## config.mk

```make
export PLATFORM = sky130hd
export DESIGN_NAME = keypad_code_lock
export DESIGN_NICKNAME = d
export VERILOG_FILES = /design/src/design/kcl_pkg.sv /design/src/design/keypad_code_lock.sv
export SDC_FILE = /design/constraint.sdc
export NUM_CORES = 1
export LEC_CHECK = 0
export ABC_AREA = 1
export BUFFER_PORTS_ARGS = -buffer_cell sky130_fd_sc_hd__buf_2
export CORE_MARGIN = 2
export CORE_UTILIZATION = 35
export CTS_CLUSTER_DIAMETER = 200
export DETAILED_ROUTE_END_ITERATION = 8
export GPL_ROUTABILITY_DRIVEN = 1
export HOLD_SLACK_MARGIN = 0.02
export SLEW_MARGIN = 15
export SYNTH_ARGS = -nofsm -noshare
export SYNTH_HDL_FRONTEND = slang
export SYNTH_SLANG_ARGS = --single-unit
```

## constraint.sdc

```tcl
create_clock -name clk -period 12.85 [get_ports clk]
set_input_delay 0.6425 -clock clk [delete_from_list [all_inputs] [get_ports clk]]
set_output_delay 0.6425 -clock clk [all_outputs]
set_load 0.01 [all_outputs]
```

## src/design/kcl_pkg.sv

```systemverilog
package kcl_pkg;

  // Default geometry of the lock.
  localparam int CODE_DIGITS_DEF = 4;
  localparam int RESET_KEYS_DEF  = 9;

  // Keys with a meaning of their own.
  localparam logic [7:0] KEY_ZERO = 8'h30;
  localparam logic [7:0] KEY_HASH = 8'h23;
  localparam logic [7:0] KEY_STAR = 8'h2A;

  // Operating modes, one-hot.
  typedef enum logic [3:0] {
    MODE_ENTRY = 4'b0001,
    MODE_MENU  = 4'b0010,
    MODE_NEW   = 4'b0100,
    MODE_RESET = 4'b1000
  } mode_t;

  // Status reported with every result beat.
  typedef enum logic [2:0] {
    STATUS_BUSY     = 3'd0,
    STATUS_WRONG    = 3'd1,
    STATUS_UNLOCKED = 3'd2,
    STATUS_EXIT     = 3'd3,
    STATUS_CHANGED  = 3'd4,
    STATUS_RESET    = 3'd5,
    STATUS_REFUSED  = 3'd6,
    STATUS_UNKNOWN  = 3'd7
  } status_t;

endpackage

```

## src/design/keypad_code_lock.sv

```systemverilog
// Path: an accepted key beat waits in the input register until it is processed; its result
// beat is then presented from the result register (input register, result register).
// Throughput: one key beat per cycle while the result side does not stall; the single-pass
// update of the lock state and the parallel code compare sit between those two registers.
// Reset (rst, synchronous, active high) empties both registers, returns to code entry
// with the key count at zero and clears the stored code to all zeros.
module keypad_code_lock
  import kcl_pkg::*;
#(
  parameter int CODE_DIGITS = CODE_DIGITS_DEF,
  parameter int RESET_KEYS  = RESET_KEYS_DEF
) (
  input  logic       clk,
  input  logic       rst,
  input  logic       in_valid,
  output logic       in_stall,
  input  logic [7:0] key_code,
  output logic       out_valid,
  input  logic       out_stall,
  output logic       echo_valid,
  output logic [7:0] echo_char,
  output logic [2:0] status
);

  // The key counter must reach the last position of the longest phase.
  localparam int MAX_KEYS = (CODE_DIGITS > RESET_KEYS) ? CODE_DIGITS : RESET_KEYS;
  localparam int CNT_W    = (MAX_KEYS > 1) ? $clog2(MAX_KEYS) : 1;
  localparam logic [CNT_W-1:0] LAST_DIGIT = CNT_W'(CODE_DIGITS - 1);
  localparam logic [CNT_W-1:0] LAST_RESET = CNT_W'(RESET_KEYS - 1);

  // Input register: one key beat waiting to be processed.
  logic       item_valid;
  logic [7:0] item_key;

  // Lock state.
  mode_t            mode;
  logic [CNT_W-1:0] key_count;
  logic [7:0]       entered_digits [CODE_DIGITS];
  logic [7:0]       stored_code    [CODE_DIGITS];
  logic             reset_keys_ok;

  // Next values produced by the single-pass step.
  mode_t            mode_next;
  logic [CNT_W-1:0] key_count_next;
  logic [7:0]       entered_digits_next [CODE_DIGITS];
  logic [7:0]       stored_code_next    [CODE_DIGITS];
  logic             reset_keys_ok_next;
  logic             echo_valid_next;
  logic [7:0]       echo_char_next;
  status_t          status_next;

  logic       fire;
  logic [7:0] digit;

  // The held key is processed whenever the result register is free or is being
  // emptied in this same cycle. The input stalls only while a result waits and
  // a key is already held.
  assign fire     = item_valid && (!out_valid || !out_stall);
  assign in_stall = item_valid && !fire;

  // Digits are kept as the key minus '0', wrapping modulo 256.
  assign digit = item_key - KEY_ZERO;

  always_ff @(posedge clk) begin
    if (rst) begin
      item_valid <= 1'b0;
    end else if (!in_stall) begin
      item_valid <= in_valid;
    end
    if (!in_stall && in_valid) begin
      item_key <= key_code;
    end
  end

  // Single-pass step of the lock. During code entry the candidate code is the
  // digits already held with the current key slotted in at its position, so the
  // compare with the stored code happens on the key that completes the entry.
  always_comb begin
    logic [7:0] candidate [CODE_DIGITS];
    logic       same;
    logic       ok_now;

    mode_next           = mode;
    key_count_next      = key_count;
    entered_digits_next = entered_digits;
    stored_code_next    = stored_code;
    reset_keys_ok_next  = reset_keys_ok;
    echo_valid_next     = 1'b0;
    echo_char_next      = 8'h00;
    status_next         = STATUS_BUSY;
    same                = 1'b1;
    ok_now              = reset_keys_ok;

    for (int i = 0; i < CODE_DIGITS; i++) begin
      candidate[i] = (CNT_W'(i) == key_count) ? digit : entered_digits[i];
      if (candidate[i] != stored_code[i]) begin
        same = 1'b0;
      end
    end

    unique case (mode)
      MODE_ENTRY: begin
        echo_valid_next     = 1'b1;
        echo_char_next      = KEY_STAR;
        entered_digits_next = candidate;
        if (key_count == LAST_DIGIT) begin
          key_count_next = '0;
          if (same) begin
            status_next = STATUS_UNLOCKED;
            mode_next   = MODE_MENU;
          end else begin
            status_next = STATUS_WRONG;
            mode_next   = MODE_ENTRY;
          end
        end else begin
          key_count_next = key_count + 1'b1;
        end
      end
      MODE_MENU: begin
        key_count_next = '0;
        if (item_key == KEY_HASH) begin
          mode_next = MODE_NEW;
        end else if (item_key == KEY_STAR) begin
          status_next = STATUS_EXIT;
          mode_next   = MODE_ENTRY;
        end else if (item_key == KEY_ZERO) begin
          echo_valid_next    = 1'b1;
          echo_char_next     = item_key;
          mode_next          = MODE_RESET;
          reset_keys_ok_next = 1'b1;
        end else begin
          status_next = STATUS_UNKNOWN;
          mode_next   = MODE_ENTRY;
        end
      end
      MODE_NEW: begin
        echo_valid_next = 1'b1;
        echo_char_next  = KEY_STAR;
        // Each new digit goes straight into the stored code.
        for (int i = 0; i < CODE_DIGITS; i++) begin
          if (CNT_W'(i) == key_count) begin
            stored_code_next[i] = digit;
          end
        end
        if (key_count == LAST_DIGIT) begin
          status_next    = STATUS_CHANGED;
          mode_next      = MODE_ENTRY;
          key_count_next = '0;
        end else begin
          key_count_next = key_count + 1'b1;
        end
      end
      MODE_RESET: begin
        echo_valid_next = 1'b1;
        echo_char_next  = item_key;
        // The first gathered key is free; every later one must be '0'.
        if (key_count != '0 && item_key != KEY_ZERO) begin
          ok_now = 1'b0;
        end
        reset_keys_ok_next = ok_now;
        if (key_count == LAST_RESET) begin
          if (ok_now) begin
            status_next = STATUS_RESET;
            for (int i = 0; i < CODE_DIGITS; i++) begin
              stored_code_next[i] = 8'h00;
            end
          end else begin
            status_next = STATUS_REFUSED;
          end
          reset_keys_ok_next = 1'b1;
          mode_next          = MODE_ENTRY;
          key_count_next     = '0;
        end else begin
          key_count_next = key_count + 1'b1;
        end
      end
      default: begin
        mode_next      = MODE_ENTRY;
        key_count_next = '0;
      end
    endcase
  end

  // Lock state. The entered digits need no reset: each is written before the
  // compare that reads it.
  always_ff @(posedge clk) begin
    if (rst) begin
      mode          <= MODE_ENTRY;
      key_count     <= '0;
      reset_keys_ok <= 1'b1;
      for (int i = 0; i < CODE_DIGITS; i++) begin
        stored_code[i] <= 8'h00;
      end
    end else if (fire) begin
      mode          <= mode_next;
      key_count     <= key_count_next;
      reset_keys_ok <= reset_keys_ok_next;
      stored_code   <= stored_code_next;
    end
    if (fire) begin
      entered_digits <= entered_digits_next;
    end
  end

  // Result register. It holds its beat while the receiver stalls.
  always_ff @(posedge clk) begin
    if (rst) begin
      out_valid <= 1'b0;
    end else if (fire) begin
      out_valid <= 1'b1;
    end else if (!out_stall) begin
      out_valid <= 1'b0;
    end
    if (fire) begin
      echo_valid <= echo_valid_next;
      echo_char  <= echo_char_next;
      status     <= 3'(status_next);
    end
  end

  // A result without an echo carries no character.
  a_echo_blank: assert property (@(posedge clk) disable iff (rst)
    out_valid && !echo_valid |-> echo_char == 8'h00)
    else $error("result without echo carries a character");

  // The menu is always entered with a fresh key count.
  a_menu_count: assert property (@(posedge clk) disable iff (rst)
    mode == MODE_MENU |-> key_count == '0)
    else $error("key count not zero in menu mode");

  // The key count never passes the last code position during code entry or a new code.
  a_count_range: assert property (@(posedge clk) disable iff (rst)
    (mode == MODE_ENTRY || mode == MODE_NEW) |-> key_count <= LAST_DIGIT)
    else $error("key count beyond code length");

  // The first new-code key lands in the stored code at position 0.
  a_new_digit: assert property (@(posedge clk) disable iff (rst)
    fire && mode == MODE_NEW && key_count == '0 |=> stored_code[0] == $past(digit))
    else $error("new code digit not stored");

  // A completed phase always hands back to code entry.
  a_back_to_entry: assert property (@(posedge clk) disable iff (rst)
    fire && status_next != STATUS_BUSY && status_next != STATUS_UNLOCKED
    |=> mode == MODE_ENTRY && key_count == '0)
    else $error("completed phase did not return to code entry");

endmodule

```

## Yosys cells after proc, flatten, opt, wreduce, memory -nomap -nowiden

Index checks and enable logic that the tools add are counted.

| word-level totals | value |
|---|---|
| flip-flop bits (word level) | 95 |
| bits of input ports | 12 |
| logic and storage cells | 122 |

| operators by class | value |
|---|---|
| add/sub/neg operators | 2 |
| reductions and logical operators | 22 |
| mux-type cells | 52 |
| equal/unequal tests | 29 |

Operator list:

| kind | number |
|---|---|
| $mux 8 | 11 |
| $mux 32 | 2 |
| $pmux 32 s2 | 1 |
| $mux 4 | 8 |
| $ne 8x8->1 | 4 |
| $reduce_and 5->1 | 5 |
| $eq 8x6->1 const B | 3 |
| $pmux 8 s3 | 1 |
| $ne 2x2->1 const B | 11 |
| $pmux 4 s4 | 1 |
| $mux 1 | 15 |
| $mux 3 | 5 |
| $pmux 3 s4 | 1 |
| $eq 2x4->1 const A | 2 |
| $eq 4x2->1 const B | 2 |
| $eq 4x4->1 const B | 2 |
| $mux 2 | 4 |
| $ne 8x6->1 const B | 1 |
| $pmux 4 s2 | 1 |
| $sub 8x6->8 const B | 1 |
| $add 4x1->4 const B | 1 |
| $eq 1x4->1 const A | 1 |
| $eq 4x1->1 const B | 1 |
| $eq 4x3->1 const B | 1 |
| other kinds (12) | 20 |

## Longest topological paths before layout

Gate-level depths: netlist of the first run.

| logic depth | value |
|---|---|
| depth in word-level cells | 10 |
| depth in mapped cells | 18 |

## Worst setup path before layout of the first run

Ideal clock, no wire load.

| path | value |
|---|---|
| path type | input to register |
| start | input port out_stall |
| end | register entered_digits[0] (netlist name) (enable) |
| path slack | 7.527 ns |
| path buffers | 0 |
| data arrival time | 4.820 ns |
| stages on the path | 5 |
| cells stage by stage | nand2_1 > inv_1 > nor2_1 > inv_1 > nor4_1 |

| on the way | value |
|---|---|
| cells in the longest elaborated chain, start to end | 4 |

Ends and longest elaborated chain:

| element | line | source |
|---|---|---|
| from (decl) | keypad_code_lock.sv:19 | `input logic out_stall,` |
| $logic_not 1->1 | n/a |  |
| $logic_or 1x1->1 | keypad_code_lock.sv:58 | `assign fire = item_valid && (!out_valid \|\| !out_stall);` |
| $logic_and 1x1->1 | keypad_code_lock.sv:58 |  |
| named net fire | keypad_code_lock.sv:52 | `logic fire;` |
| $reduce_and 2->1 (no source line) | n/a |  |
| to (signal assigned) | keypad_code_lock.sv:201 | `entered_digits <= entered_digits_next;` |
| to (decl) | keypad_code_lock.sv:38 | `logic [7:0] entered_digits [CODE_DIGITS];` |

The timed path passes the listed nets, and every way through them passes these cells.
A chain may end at the register's enable or synchronous reset.

## Final worst setup path of the first run

| path | value |
|---|---|
| start | register key_count[3] |
| end | register status[0] (data pin) |

| on the way | value |
|---|---|
| cells in the longest elaborated chain, start to end | 10 |
| elaborated cells on any way between the ends | 27 |
| classes of those cells | eq/ne (9); mux (15); reduce/logical (3) |

Ends and longest elaborated chain:

| element | line | source |
|---|---|---|
| from (decl) | keypad_code_lock.sv:37 | `logic [CNT_W-1:0] key_count;` |
| from (signal assigned) | keypad_code_lock.sv:196 | `key_count <= key_count_next;` |
| $logic_not 4->1 | keypad_code_lock.sv:95 | `candidate[i] = (CNT_W'(i) == key_count) ? digit : entered_digits[i];` |
| $mux 8 | keypad_code_lock.sv:95 |  |
| $ne 8x8->1 | keypad_code_lock.sv:96 | `if (candidate[i] != stored_code[i]) begin` |
| $mux 1 (4 in series) | keypad_code_lock.sv:96 |  |
| $mux 2 | keypad_code_lock.sv:108 | `if (same) begin` |
| $mux 2 | keypad_code_lock.sv:106 | `if (key_count == LAST_DIGIT) begin` |
| $pmux 3 s4 (*) | keypad_code_lock.sv:101 | `unique case (mode)` |
| named net status_next[0] | keypad_code_lock.sv:50 | `status_t status_next;` |
| to (signal assigned) | keypad_code_lock.sv:217 | `status <= 3'(status_next);` |
| to (decl) | keypad_code_lock.sv:22 | `output logic [2:0] status` |

Mark *: on every way through the listed nets, which the timed path passes. The rest lies on a longest branch. The select of a mux whose other input is x is not followed.

==> results of run 1 <==
[cell type report]
| cell class | instances | area (um2) | share of cell area (%) |
|---|---|---|---|
| Sequential cell | 95 | 2420 | 44.1 |
| Multi-Input combinational cell | 428 | 2110 | 38.3 |
| Tap cell | 180 | 225 | 4.10 |
| Inverter | 85 | 319 | 5.81 |
| Timing Repair Buffer | 27 | 140 | 2.55 |
| Clock buffer | 11 | 233 | 4.24 |
| Clock inverter | 5 | 48.8 | 0.888 |
[Yosys cell counts]
cell | count | area share (%)
nand3_1 | 66 | 6.6
a211oi_1 | 3 | 0.45
o21ai_2 | 1 | 0.18
clkbuf_1 | 5 | 0.38
buf_6 | 4 | 0.90
inv_2 | 7 | 0.53
nor4_2 | 1 | 0.25
o21ai_1 | 13 | 1.3
xor2_1 | 2 | 0.35
xnor2_1 | 2 | 0.35
dfxtp_1 | 43 | 17
a31oi_1 | 2 | 0.25
nor3_1 | 4 | 0.40
a221oi_1 | 1 | 0.18
nand3b_1 | 5 | 0.75
edfxtp_1 | 52 | 31
nor3_2 | 1 | 0.20
a21oi_1 | 28 | 2.8
a21oi_2 | 1 | 0.18
buf_2 | 5 | 0.50
nand2_4 | 2 | 0.45
nor3_4 | 1 | 0.33
nor2_2 | 3 | 0.38
a211oi_2 | 4 | 1.0
buf_12 | 1 | 0.40
ha_1 | 6 | 1.5
nand3_2 | 7 | 1.4
nor2_4 | 1 | 0.23
inv_1 | 78 | 5.9
o21bai_1 | 2 | 0.30
o211ai_1 | 3 | 0.45
buf_8 | 1 | 0.30
nor4_1 | 2 | 0.25
nand2_2 | 8 | 1.0
o21ai_0 | 32 | 3.2
nor2_1 | 57 | 4.3
nand2_1 | 166 | 12
o21a_1 | 1 | 0.15
nand4_1 | 3 | 0.38
buf_4 | 3 | 0.45
[metrics by stage]
step	setup WS, ns	total power [uW]	hold WS, ns	std cells	utilization, %
after global routing	9.83	741	0.466	831	39.6
after global placement	10.13	451	0.455	815	37.6
after detailed placement	10.11	453	0.467	815	37.6
final	10.08	709	0.472	831	39.6
after CTS	10.09	712	0.465	831	39.6
after floorplan	7.53	424	0.444	627	-
[cells by family (layout without fill, tap and decap cells)]
kind of cell               count (synthesis)  count (layout)  share of synthesized area, %
AOI/OAI and AO/OA                         91              91                          10.5
DFF                                       95              95                          48.6
buffers and inverters                    104             128                          9.33
xor gates and xnor gates                   4               4                         0.703
adders and majority gates                  6               6                          1.51
and+or+nand+nor                          327             327                          29.4
[final timing paths]
kind / slack [ns] / from / cells after the start / to
worst min-delay path: 0.47 / key_code[0] / 1 / item_key[0]$_DFFE_PP_
worst max register to register: 10.08 / key_count[3]$_SDFFE_PP0P_ / 12 / status[0]$_DFFE_PP_
worst min register to register: 0.47 / stored_code[22]$_SDFFE_PP0P_ / 2 / stored_code[22]$_SDFFE_PP0P_
worst max-delay path: 10.08 / key_count[3]$_SDFFE_PP0P_ / 12 / status[0]$_DFFE_PP_
[state kept, by name, indices dropped and copies added, names as in the netlist]
name and flops:
entered_digits 32, mode 4, key_count 4, out_valid 1, reset_keys_ok 1, status 3, item_valid 1, echo_valid 1
stored_code 32, echo_char 8, item_key 8
[per-layer routing]
| layer | global-route usage [%] | wire length, um | up-vias | share of wire, % |
|---|---|---|---|---|
| met5 | 0 | 0 | - | 0 |
| met1 | 24.0 | 5760 | 1950 | 44 |
| li1 | - | - | 2086 | - |
| met4 | 7.74 | 369 | 0 | 2.8 |
| met3 | 3.51 | 905 | 25 | 7.0 |
| met2 | 28.7 | 5940 | 151 | 46 |
[power by group]
part           total [uW]  switching (uW)  internal, uW  leakage [uW]
Sequential            349            8.35           340      0.000836
Combinational        98.4            69.2          29.2       0.00128
Clock                 262             112           149      0.000141
==> metrics, run 1 <==
Slew Viols, Final 0; hold_buf cts 0; DRT iter0 DRCs 308; final setup vio count 0; static leakage 0.00226 uW; ant diodes 0; fin area 5490 um2; # DRC 0; most common cell after layout, fill and taps aside nand2_1; Syn Inst Count 627; Seq cells post-synth 95; GP Congestion 0.887; relative slew slack 41.1%; number of global-route vias before repair 4,082; Sum Neg Setup Slack 0 ns; P&R area growth vs syn 10.2%; global route overflow 0; worst endpoint data arrival time 2.87 ns; clock slew at the register clock pins of the worst setup and hold paths 0.07 ns; initial antenna violation count 0; share of cells above drive strength 1 12.0%; I/O pin cnt 26; Avg WL per Cell 15.6 um; power density over the cells 129 nW/um2; CTS tree done; DRT Pass-1 Iters 4; Worst setup SP type flop; Final #Nets 664; ANT nets after route 0; total count of hold-check failures in the final report 0; Worst-Skew Late Latency 0.34 ns; most frequent cells in the layout nand2_1 (166), inv_1 (78), nand3_1 (66); Worst-Margin Slew 0.883 ns; post-route clock period utilization 21.6%; die height 123 um; Initial Util 35.9%; RSZ-0062 raised after global routing no; CTS Buf Count 9; Yosys warning count 0; IO Port Bufs 25; CP bufs+invs 1; largest net degree at the start of global routing 33; first-pass GRT wire length 20,900 um; critical path cell sequence nor2_4 -> nand2_2 -> inv_1 -> nand3_1 -> nand3_1 -> nand2_1 -> nor2_1 -> nand3_1 -> nor2_2 -> nand2_1 -> nand2_1 -> o21bai_1; post-cts sizing count 0; area of the mapped netlist 4990 um2; critical path type reg -> reg; Core ar. 13,900 um2; Tmin final 2.77 ns; hpwl dp 9360 um; fmax 0.361 GHz; Worst path top cell family by delay simple AND/OR/NAND/NOR gates; Distinct cells, synth 40; syn avg cell area 7.95 um2; final wirelength 13,000 um; # fillers 1,423; Root Buffer Master clkbuf_16; status finished, final reports clean; Seq/Total Area, Yosys 48.6%; Post-CTS Repair Setup Buffers 0; skew final 0.00808 ns; crit path max-delay cell type nor2_4; VDD IR-drop max 65.5 uV; CTS sink count 95; min-delay worst type in -> reg; Synth Net Count 645; Crit Path Max Fanout 30; H-tree depth 3; Via density 5.07; via count 4,212; Cell Area, Placed 5210 um2; total die area 15,200 um2; Clock Tree Buf Depth 2; crit-path max cell delay 0.66 ns; max-cap viol count 0; die width 123 um; critical path data required time 12.95 ns; FP Rows 43; GRT Total Usage 18.1%; CP endpoint kind flop
Note: power is estimated with default switching activity, not from simulation.
==> run 2, diff against run 1 <==
Settings changed: ABC_AREA 1 to 0.
Clock period 12.85 ns to 2.5 ns, I/O delays scaled along.
==> metrics, run 2 <==
initial antenna violation count 0 (unchanged); number of global-route vias before repair 4,180 (was 4,082); DRT iter0 DRCs 368 (was 308); largest registers entered_digits x32, stored_code x32 (unchanged); power density over the cells 567 nW/um2 (was 129 nW/um2); Worst-Skew Late Latency 0.36 ns (was 0.34 ns); CTS sink count 95 (unchanged); I/O pin cnt 26 (unchanged); Root Buffer Master clkbuf_16 (unchanged); final setup vio count 4 (was 0); fin area 6730 um2 (was 5490 um2); Synth Net Count 530 (was 645); most frequent cells in the layout buf_4 (91), nand2_1 (66), nor2_1 (54) (was nand2_1 (166), inv_1 (78), nand3_1 (66)); Slew Viols, Final 0 (unchanged); grt met1 use 29.2% (was 24.0%); Seq/Total Area, Yosys 48.1% (was 48.6%); die height 124 um (was 123 um); Synth top cells by count nand2_1 (66), nor2_1 (55), edfxtp_1 (52) (was nand2_1 (166), inv_1 (78), nand3_1 (66)); CP bufs+invs 2 (was 1); final worst slack -0.193 ns (was 10.08 ns); worst endpoint data arrival time 2.80 ns (was 2.87 ns); IO Port Bufs 25 (unchanged); fmax 0.371 GHz (was 0.361 GHz); VDD IR-drop max 358 uV (was 65.5 uV); # DRC 0 (unchanged); Crit Path Max Fanout 5 (was 30); crit path max-delay cell type or4b_4 (was nor2_4); Tmin final 2.69 ns (was 2.77 ns); ant diodes 0 (unchanged); Yosys warning count 0 (unchanged); top cells by area, synth edfxtp_1 (31%), dfxtp_1 (17%), mux2i_1 (5.2%) (was edfxtp_1 (31%), dfxtp_1 (17%), nand2_1 (12%)); DP Worst Slack -0.376 ns (was 10.11 ns); Sum Neg Setup Slack -0.716 ns (was 0 ns); Synth Area in Adders 1.49% (was 1.51%); reg2reg start key_count[1]$_SDFFE_PP0P_ (was key_count[3]$_SDFFE_PP0P_); static leakage 0.00254 uW (was 0.00226 uW); Logic pwr share 11.9% (was 13.9%); power share of the clock group 42.5% (was 36.9%); Core ar. 13,900 um2 (about the same); CTS tree done (unchanged); most common cell after layout, fill and taps aside buf_4 (was nand2_1); met2 Usage GRT 34.5% (was 28.7%); crit path from key_count[1]$_SDFFE_PP0P_ (was key_count[3]$_SDFFE_PP0P_); critical path type reg -> reg (unchanged); GRT Total Usage 21.9% (was 18.1%); Finished Layout Cells 816 (was 831); CTS Buf Count 9 (unchanged); skew final 0.00850 ns (was 0.00808 ns); H-tree depth 3 (unchanged); post-synthesis compound-gate area fraction 16.7% (was 10.5%); post-route clock period utilization 108% (was 21.6%); xor/xnor share of the synthesized area 3.46% (was 0.702%); net switching fraction of the power 23.6% (was 26.8%); Avg WL per Cell 19.4 um (was 15.6 um); share of the synthesized area in the top cell type 31.0% (was 31.3%); largest family of logic cells by synthesized area simple AND/OR/NAND/NOR gates (unchanged); # fillers 1,317 (was 1,423); top-count cell post-synth nand2_1 (unchanged); FP Rows 43 (unchanged); Via density 5.27 (was 5.07); P&R area growth vs syn 33.7% (was 10.2%); Cell Area, Placed 6030 um2 (was 5210 um2); Worst-Margin Slew 0.701 ns (was 0.883 ns); relative slew slack 53.2% (was 41.1%); first-pass GRT wire length 24,100 um (was 20,900 um); hold_ws 0.0357 ns (was 0.472 ns); global route overflow 0 (unchanged); DRT Pass-1 Iters 5 (was 4); placed insts 782 (was 815); Final #Nets 649 (was 664); Synth async-reset ratio 0% (unchanged); Initial Util 36.1% (was 35.9%); Worst path top cell family by delay simple AND/OR/NAND/NOR gates (unchanged); largest net degree at the start of global routing 33 (unchanged); status finished with violations (was finished, final reports clean); cell taking the most area after synthesis edfxtp_1 (unchanged); via count 4,302 (was 4,212); Post-synth top flop edfxtp_1 (unchanged); Clock Tree Buf Depth 2 (unchanged); GP Congestion 0.935 (was 0.887); Distinct cells, synth 71 (was 40); clock slew at the register clock pins of the worst setup and hold paths 0.06 ns (was 0.07 ns); total die area 15,400 um2 (was 15,200 um2); syn avg cell area 9.83 um2 (was 7.95 um2); total count of hold-check failures in the final report 0 (unchanged); min-delay src out_stall (was key_code[0]); register share of total power 45.6% (was 49.2%); failing checks negative setup slack; max-cap viol count 0 (unchanged); crit-path max cell delay 0.54 ns (was 0.66 ns); simple-gate share of the synthesized area 19.2% (was 29.4%); Worst setup SP type flop (unchanged); CP endpoint kind flop (unchanged); area of the mapped netlist 5030 um2 (was 4990 um2); met3 usage 3.98% (was 3.51%); critical path cell sequence inv_2 -> ha_4 -> buf_6 -> or3b_4 -> a221oi_2 -> o211ai_1 -> or4b_4 -> nor4_4 -> o31ai_1 (was nor2_4 -> nand2_2 -> inv_1 -> nand3_1 -> nand3_1 -> nand2_1 -> nor2_1 -> nand3_1 -> nor2_2 -> nand2_1 -> nand2_1 -> o21bai_1); RSZ-0062 raised after global routing yes (was no); Switching Power 900 uW (was 190 uW); global routing's busiest layer met2 (unchanged); final wirelength 15,800 um (was 13,000 um); Syn Inst Count 512 (was 627); Seq cells post-synth 95 (unchanged); share of cells above drive strength 1 30.7% (was 12.0%); number of synthesized flops with an enable pin 52 (unchanged); die width 124 um (was 123 um); ANT nets after route 0 (unchanged); hpwl dp 11,500 um (was 9360 um); min-delay worst type in -> reg (unchanged); critical path data required time 2.60 ns (was 12.95 ns); mux contribution to synthesized area 5.89% (was 0%); P_int 2910 uW (was 519 uW)
## run 2: cell types whose count changed after synthesis, moves of 10 or more
cell      delta
clkbuf_1    +10
mux2i_1     +26
nand2_1    -100
nand3_1     -60
inv_1       -49
o21ai_1     -11
## run 2: metal layers
layer  vias up  share of wire (%)
met5         -                  0
met4         0                2.7
met3        24                5.3
met2       108                 46
met1      2095                 46
li1       2075                  -
## run 2: worst paths after layout
path,end,slack [ns],depth (start not counted)
setup / recovery,status[0]$_DFFE_PP_,-0.19,9
hold / removal,out_valid$_SDFFE_PP0P_,0.04,3
setup reg to reg,status[0]$_DFFE_PP_,-0.19,9
hold reg to reg,stored_code[24]$_SDFFE_PP0P_,0.48,2
## run 2: repair_timing
item	in CTS	in global routing
setup buffers	3	5
gates resized for setup	25	9
hold endpoints to repair	9	0
hold buffers	9	0
pin swaps	13	7
setup endpoints to repair	4	27
cloned	1	0
## run 2: cell type report
cell class              instances  area, um2  area share [%]
multi-input cells             362       2550            38.0
flip-flops and latches         95       2420            36.1
repair buffers                134       1040            15.5
clock inverters                 1       5.00          0.0744
well taps                     180        225            3.35
inverters                      29        109            1.62
clock buffers                  15        364            5.41
## run 2: cell families after synthesis
group | count (synthesis)
compound gates | 115
xor+xnor | 19
fa+ha+maj | 6
buf+inv | 56
flops | 95
mux | 29
simple gates | 192
## run 2: per-stage QoR
step                      power, uW  utilization, %
after global routing           3950            48.3
after global placement         2160            43.3
after floorplan                1980               -
after detailed placement       2170            43.3
final                          3810            48.3
after CTS                      3810            47.6
## run 2: power by group through the flow
stage               Combinational [uW]  Sequential (uW)  Clock (uW)
CTS                                435             1740        1640
detailed placement                 400             1770           0
global placement                   395             1770           0
floorplan                          217             1760           0
finish                             455             1740        1620
global route                       489             1740        1720
## run 2: worst min-delay path: cells and delay by family
family          cells  cell delay, ns
buf+inv             1            0.09
simple gates        1            0.07
compound gates      1            0.06
==> run 3, diff against run 2 <==
--- a/config.mk
+++ b/config.mk
@@ -10,3 +10,3 @@
 export CORE_MARGIN = 2
-export CORE_UTILIZATION = 35
+export CORE_UTILIZATION = 55
 export CTS_CLUSTER_DIAMETER = 200
@@ -15,2 +15,3 @@
 export HOLD_SLACK_MARGIN = 0.02
+export PLACE_DENSITY = 0.76
 export SLEW_MARGIN = 15
--- a/constraint.sdc
+++ b/constraint.sdc
@@ -3,2 +3,2 @@
 set_output_delay 0.125 -clock clk [all_outputs]
-set_load 0.01 [all_outputs]
+set_load 0.1 [all_outputs]
==> metrics, run 3 (same netlist as run 2, synthesis figures left out) <==
status finished with violations (unchanged); failing checks negative setup slack (unchanged); Crit Path Max Fanout 7 (was 5); relative slew slack 50.2% (was 53.2%); DRT Pass-1 Iters 6 (was 5); skew final 0.0211 ns (was 0.00850 ns); RSZ-0062 raised after global routing yes (unchanged); Finished Layout Cells 721 (was 816); die height 99.6 um (was 124 um); Worst-Margin Slew 0.745 ns (was 0.701 ns); register share of total power 53.9% (was 45.6%); Worst setup SP type flop (unchanged); Clock Tree Buf Depth 2 (unchanged); CTS Buf Count 9 (unchanged); global route overflow 0 (unchanged); post-route clock period utilization 108% (about the same); most frequent cells in the layout buf_4 (70), nand2_1 (66), nor2_1 (53) (was buf_4 (91), nand2_1 (66), nor2_1 (54)); Tmin final 2.71 ns (was 2.69 ns); Via density 6.02 (was 5.27); VDD IR-drop max 270 uV (was 358 uV); Slew Viols, Final 0 (unchanged); CP endpoint kind flop (unchanged); clock slew at the register clock pins of the worst setup and hold paths 0.10 ns (was 0.06 ns); Root Buffer Master clkbuf_8 (was clkbuf_16); Avg WL per Cell 20.0 um (was 19.4 um); IO Port Bufs 25 (unchanged); Logic pwr share 13.9% (was 11.9%); via count 4,343 (was 4,302); die width 99.6 um (was 124 um); P&R area growth vs syn 23.7% (was 33.7%); final setup vio count 4 (unchanged); Core ar. 8810 um2 (was 13,900 um2); Cell Area, Placed 5800 um2 (was 6030 um2); fmax 0.370 GHz (was 0.371 GHz); total count of hold-check failures in the final report 0 (unchanged); net switching fraction of the power 27.4% (was 23.6%); P_int 2340 uW (was 2910 uW); # DRC 0 (unchanged); critical path type reg -> reg (unchanged); share of cells above drive strength 1 27.1% (was 30.7%); worst endpoint data arrival time 2.81 ns (was 2.80 ns); H-tree depth 3 (unchanged); largest net degree at the start of global routing 33 (unchanged); initial antenna violation count 0 (unchanged); power density over the cells 518 nW/um2 (was 567 nW/um2); Worst-Skew Late Latency 0.37 ns (was 0.36 ns); static leakage 0.00230 uW (was 0.00254 uW); ant diodes 0 (unchanged); largest registers entered_digits x32, stored_code x32 (unchanged); placed insts 689 (was 782); number of global-route vias before repair 4,152 (was 4,180); I/O pin cnt 26 (unchanged); FP Rows 34 (was 43); GRT Total Usage 29.5% (was 21.9%); Final #Nets 626 (was 649); final wirelength 14,500 um (was 15,800 um); critical path data required time 2.61 ns (was 2.60 ns); GP Congestion 1.02 (was 0.935); # fillers 654 (was 1,317); final worst slack -0.205 ns (was -0.193 ns); max-cap viol count 0 (unchanged); min-delay worst type in -> reg (unchanged); CTS sink count 95 (unchanged); hpwl dp 10,300 um (was 11,500 um); DRT iter0 DRCs 404 (was 368); ANT nets after route 0 (unchanged); Initial Util 57.1% (was 36.1%); most common cell after layout, fill and taps aside buf_4 (unchanged); Switching Power 882 uW (was 900 uW); fin area 6220 um2 (was 6730 um2); total die area 9930 um2 (was 15,400 um2); power share of the clock group 32.2% (was 42.5%); CTS tree done (unchanged); first-pass GRT wire length 22,300 um (was 24,100 um)
-- run 3: what timing repair did --
action	4_1_cts	5_1_grt
endpoints found under the setup margin	4	36
hold buffers	10	0
buffers inserted	4	2
hold endpoints to repair	10	0
pin swaps	2	3
gates resized for setup	6	15
-- run 3: path summary, 6_finish.rpt --
path / start / to / slack (ns) / cells after the start
worst min-delay path: rst / key_count[3]$_SDFFE_PP0P_ / 0.21 / 2
worst max register to register: key_count[1]$_SDFFE_PP0P_ / status[0]$_DFFE_PP_ / -0.21 / 7
worst min register to register: stored_code[24]$_SDFFE_PP0P_ / stored_code[24]$_SDFFE_PP0P_ / 0.49 / 2
worst max-delay path: key_count[1]$_SDFFE_PP0P_ / status[0]$_DFFE_PP_ / -0.21 / 7
-- run 3: cell type report --
cell class | instances | area [um2] | share of cell area, %
multi-input combinational | 361 | 2470 | 39.7
sequential | 95 | 2430 | 39.0
timing repair buffer | 112 | 882 | 14.2
tap | 108 | 135 | 2.17
clock buffer | 9 | 124 | 1.99
inverter | 29 | 111 | 1.79
clock inverter | 7 | 72.6 | 1.17
-- run 3: routing by layer --
metal,vias up,track usage [%],wire [um]
met1,2066,41.6,6260
li1,2029,-,-
met5,-,0,0
met4,0,10.2,355
met3,31,5.13,1180
met2,217,46.3,6660
-- run 3: critical path: stages (launching register included) --
cell and delay [ns]:
dfxtp_4 0.40, ha_2 0.20, or3b_4 0.46, a31oi_4 0.21
o211ai_1 0.13, or4b_4 0.57, nor4_4 0.37, o31ai_1 0.10
-- run 3: per-stage QoR --
step	hold slack (ns)	TNS, ns	power, uW	utilization, %	setup slack [ns]
final	0.208	-0.784	3220	70.7	-0.205
after global routing	0.237	-1.24	3310	70.7	-0.326
after CTS	0.210	-0.697	3200	69.8	-0.183
after detailed placement	0.304	-0.954	2180	65.9	-0.254
after global placement	0.302	-0.962	2160	65.9	-0.257
after floorplan	0.224	-0.0484	2020	-	-0.0484
-- run 3: power groups by stage --
stage	clock (uW)	combinational, uW	sequential, uW
floorplan	0	219	1800
detailed placement	0	404	1770
finish	1040	448	1740
global placement	0	393	1770
CTS	1030	428	1740
global route	1090	475	1740
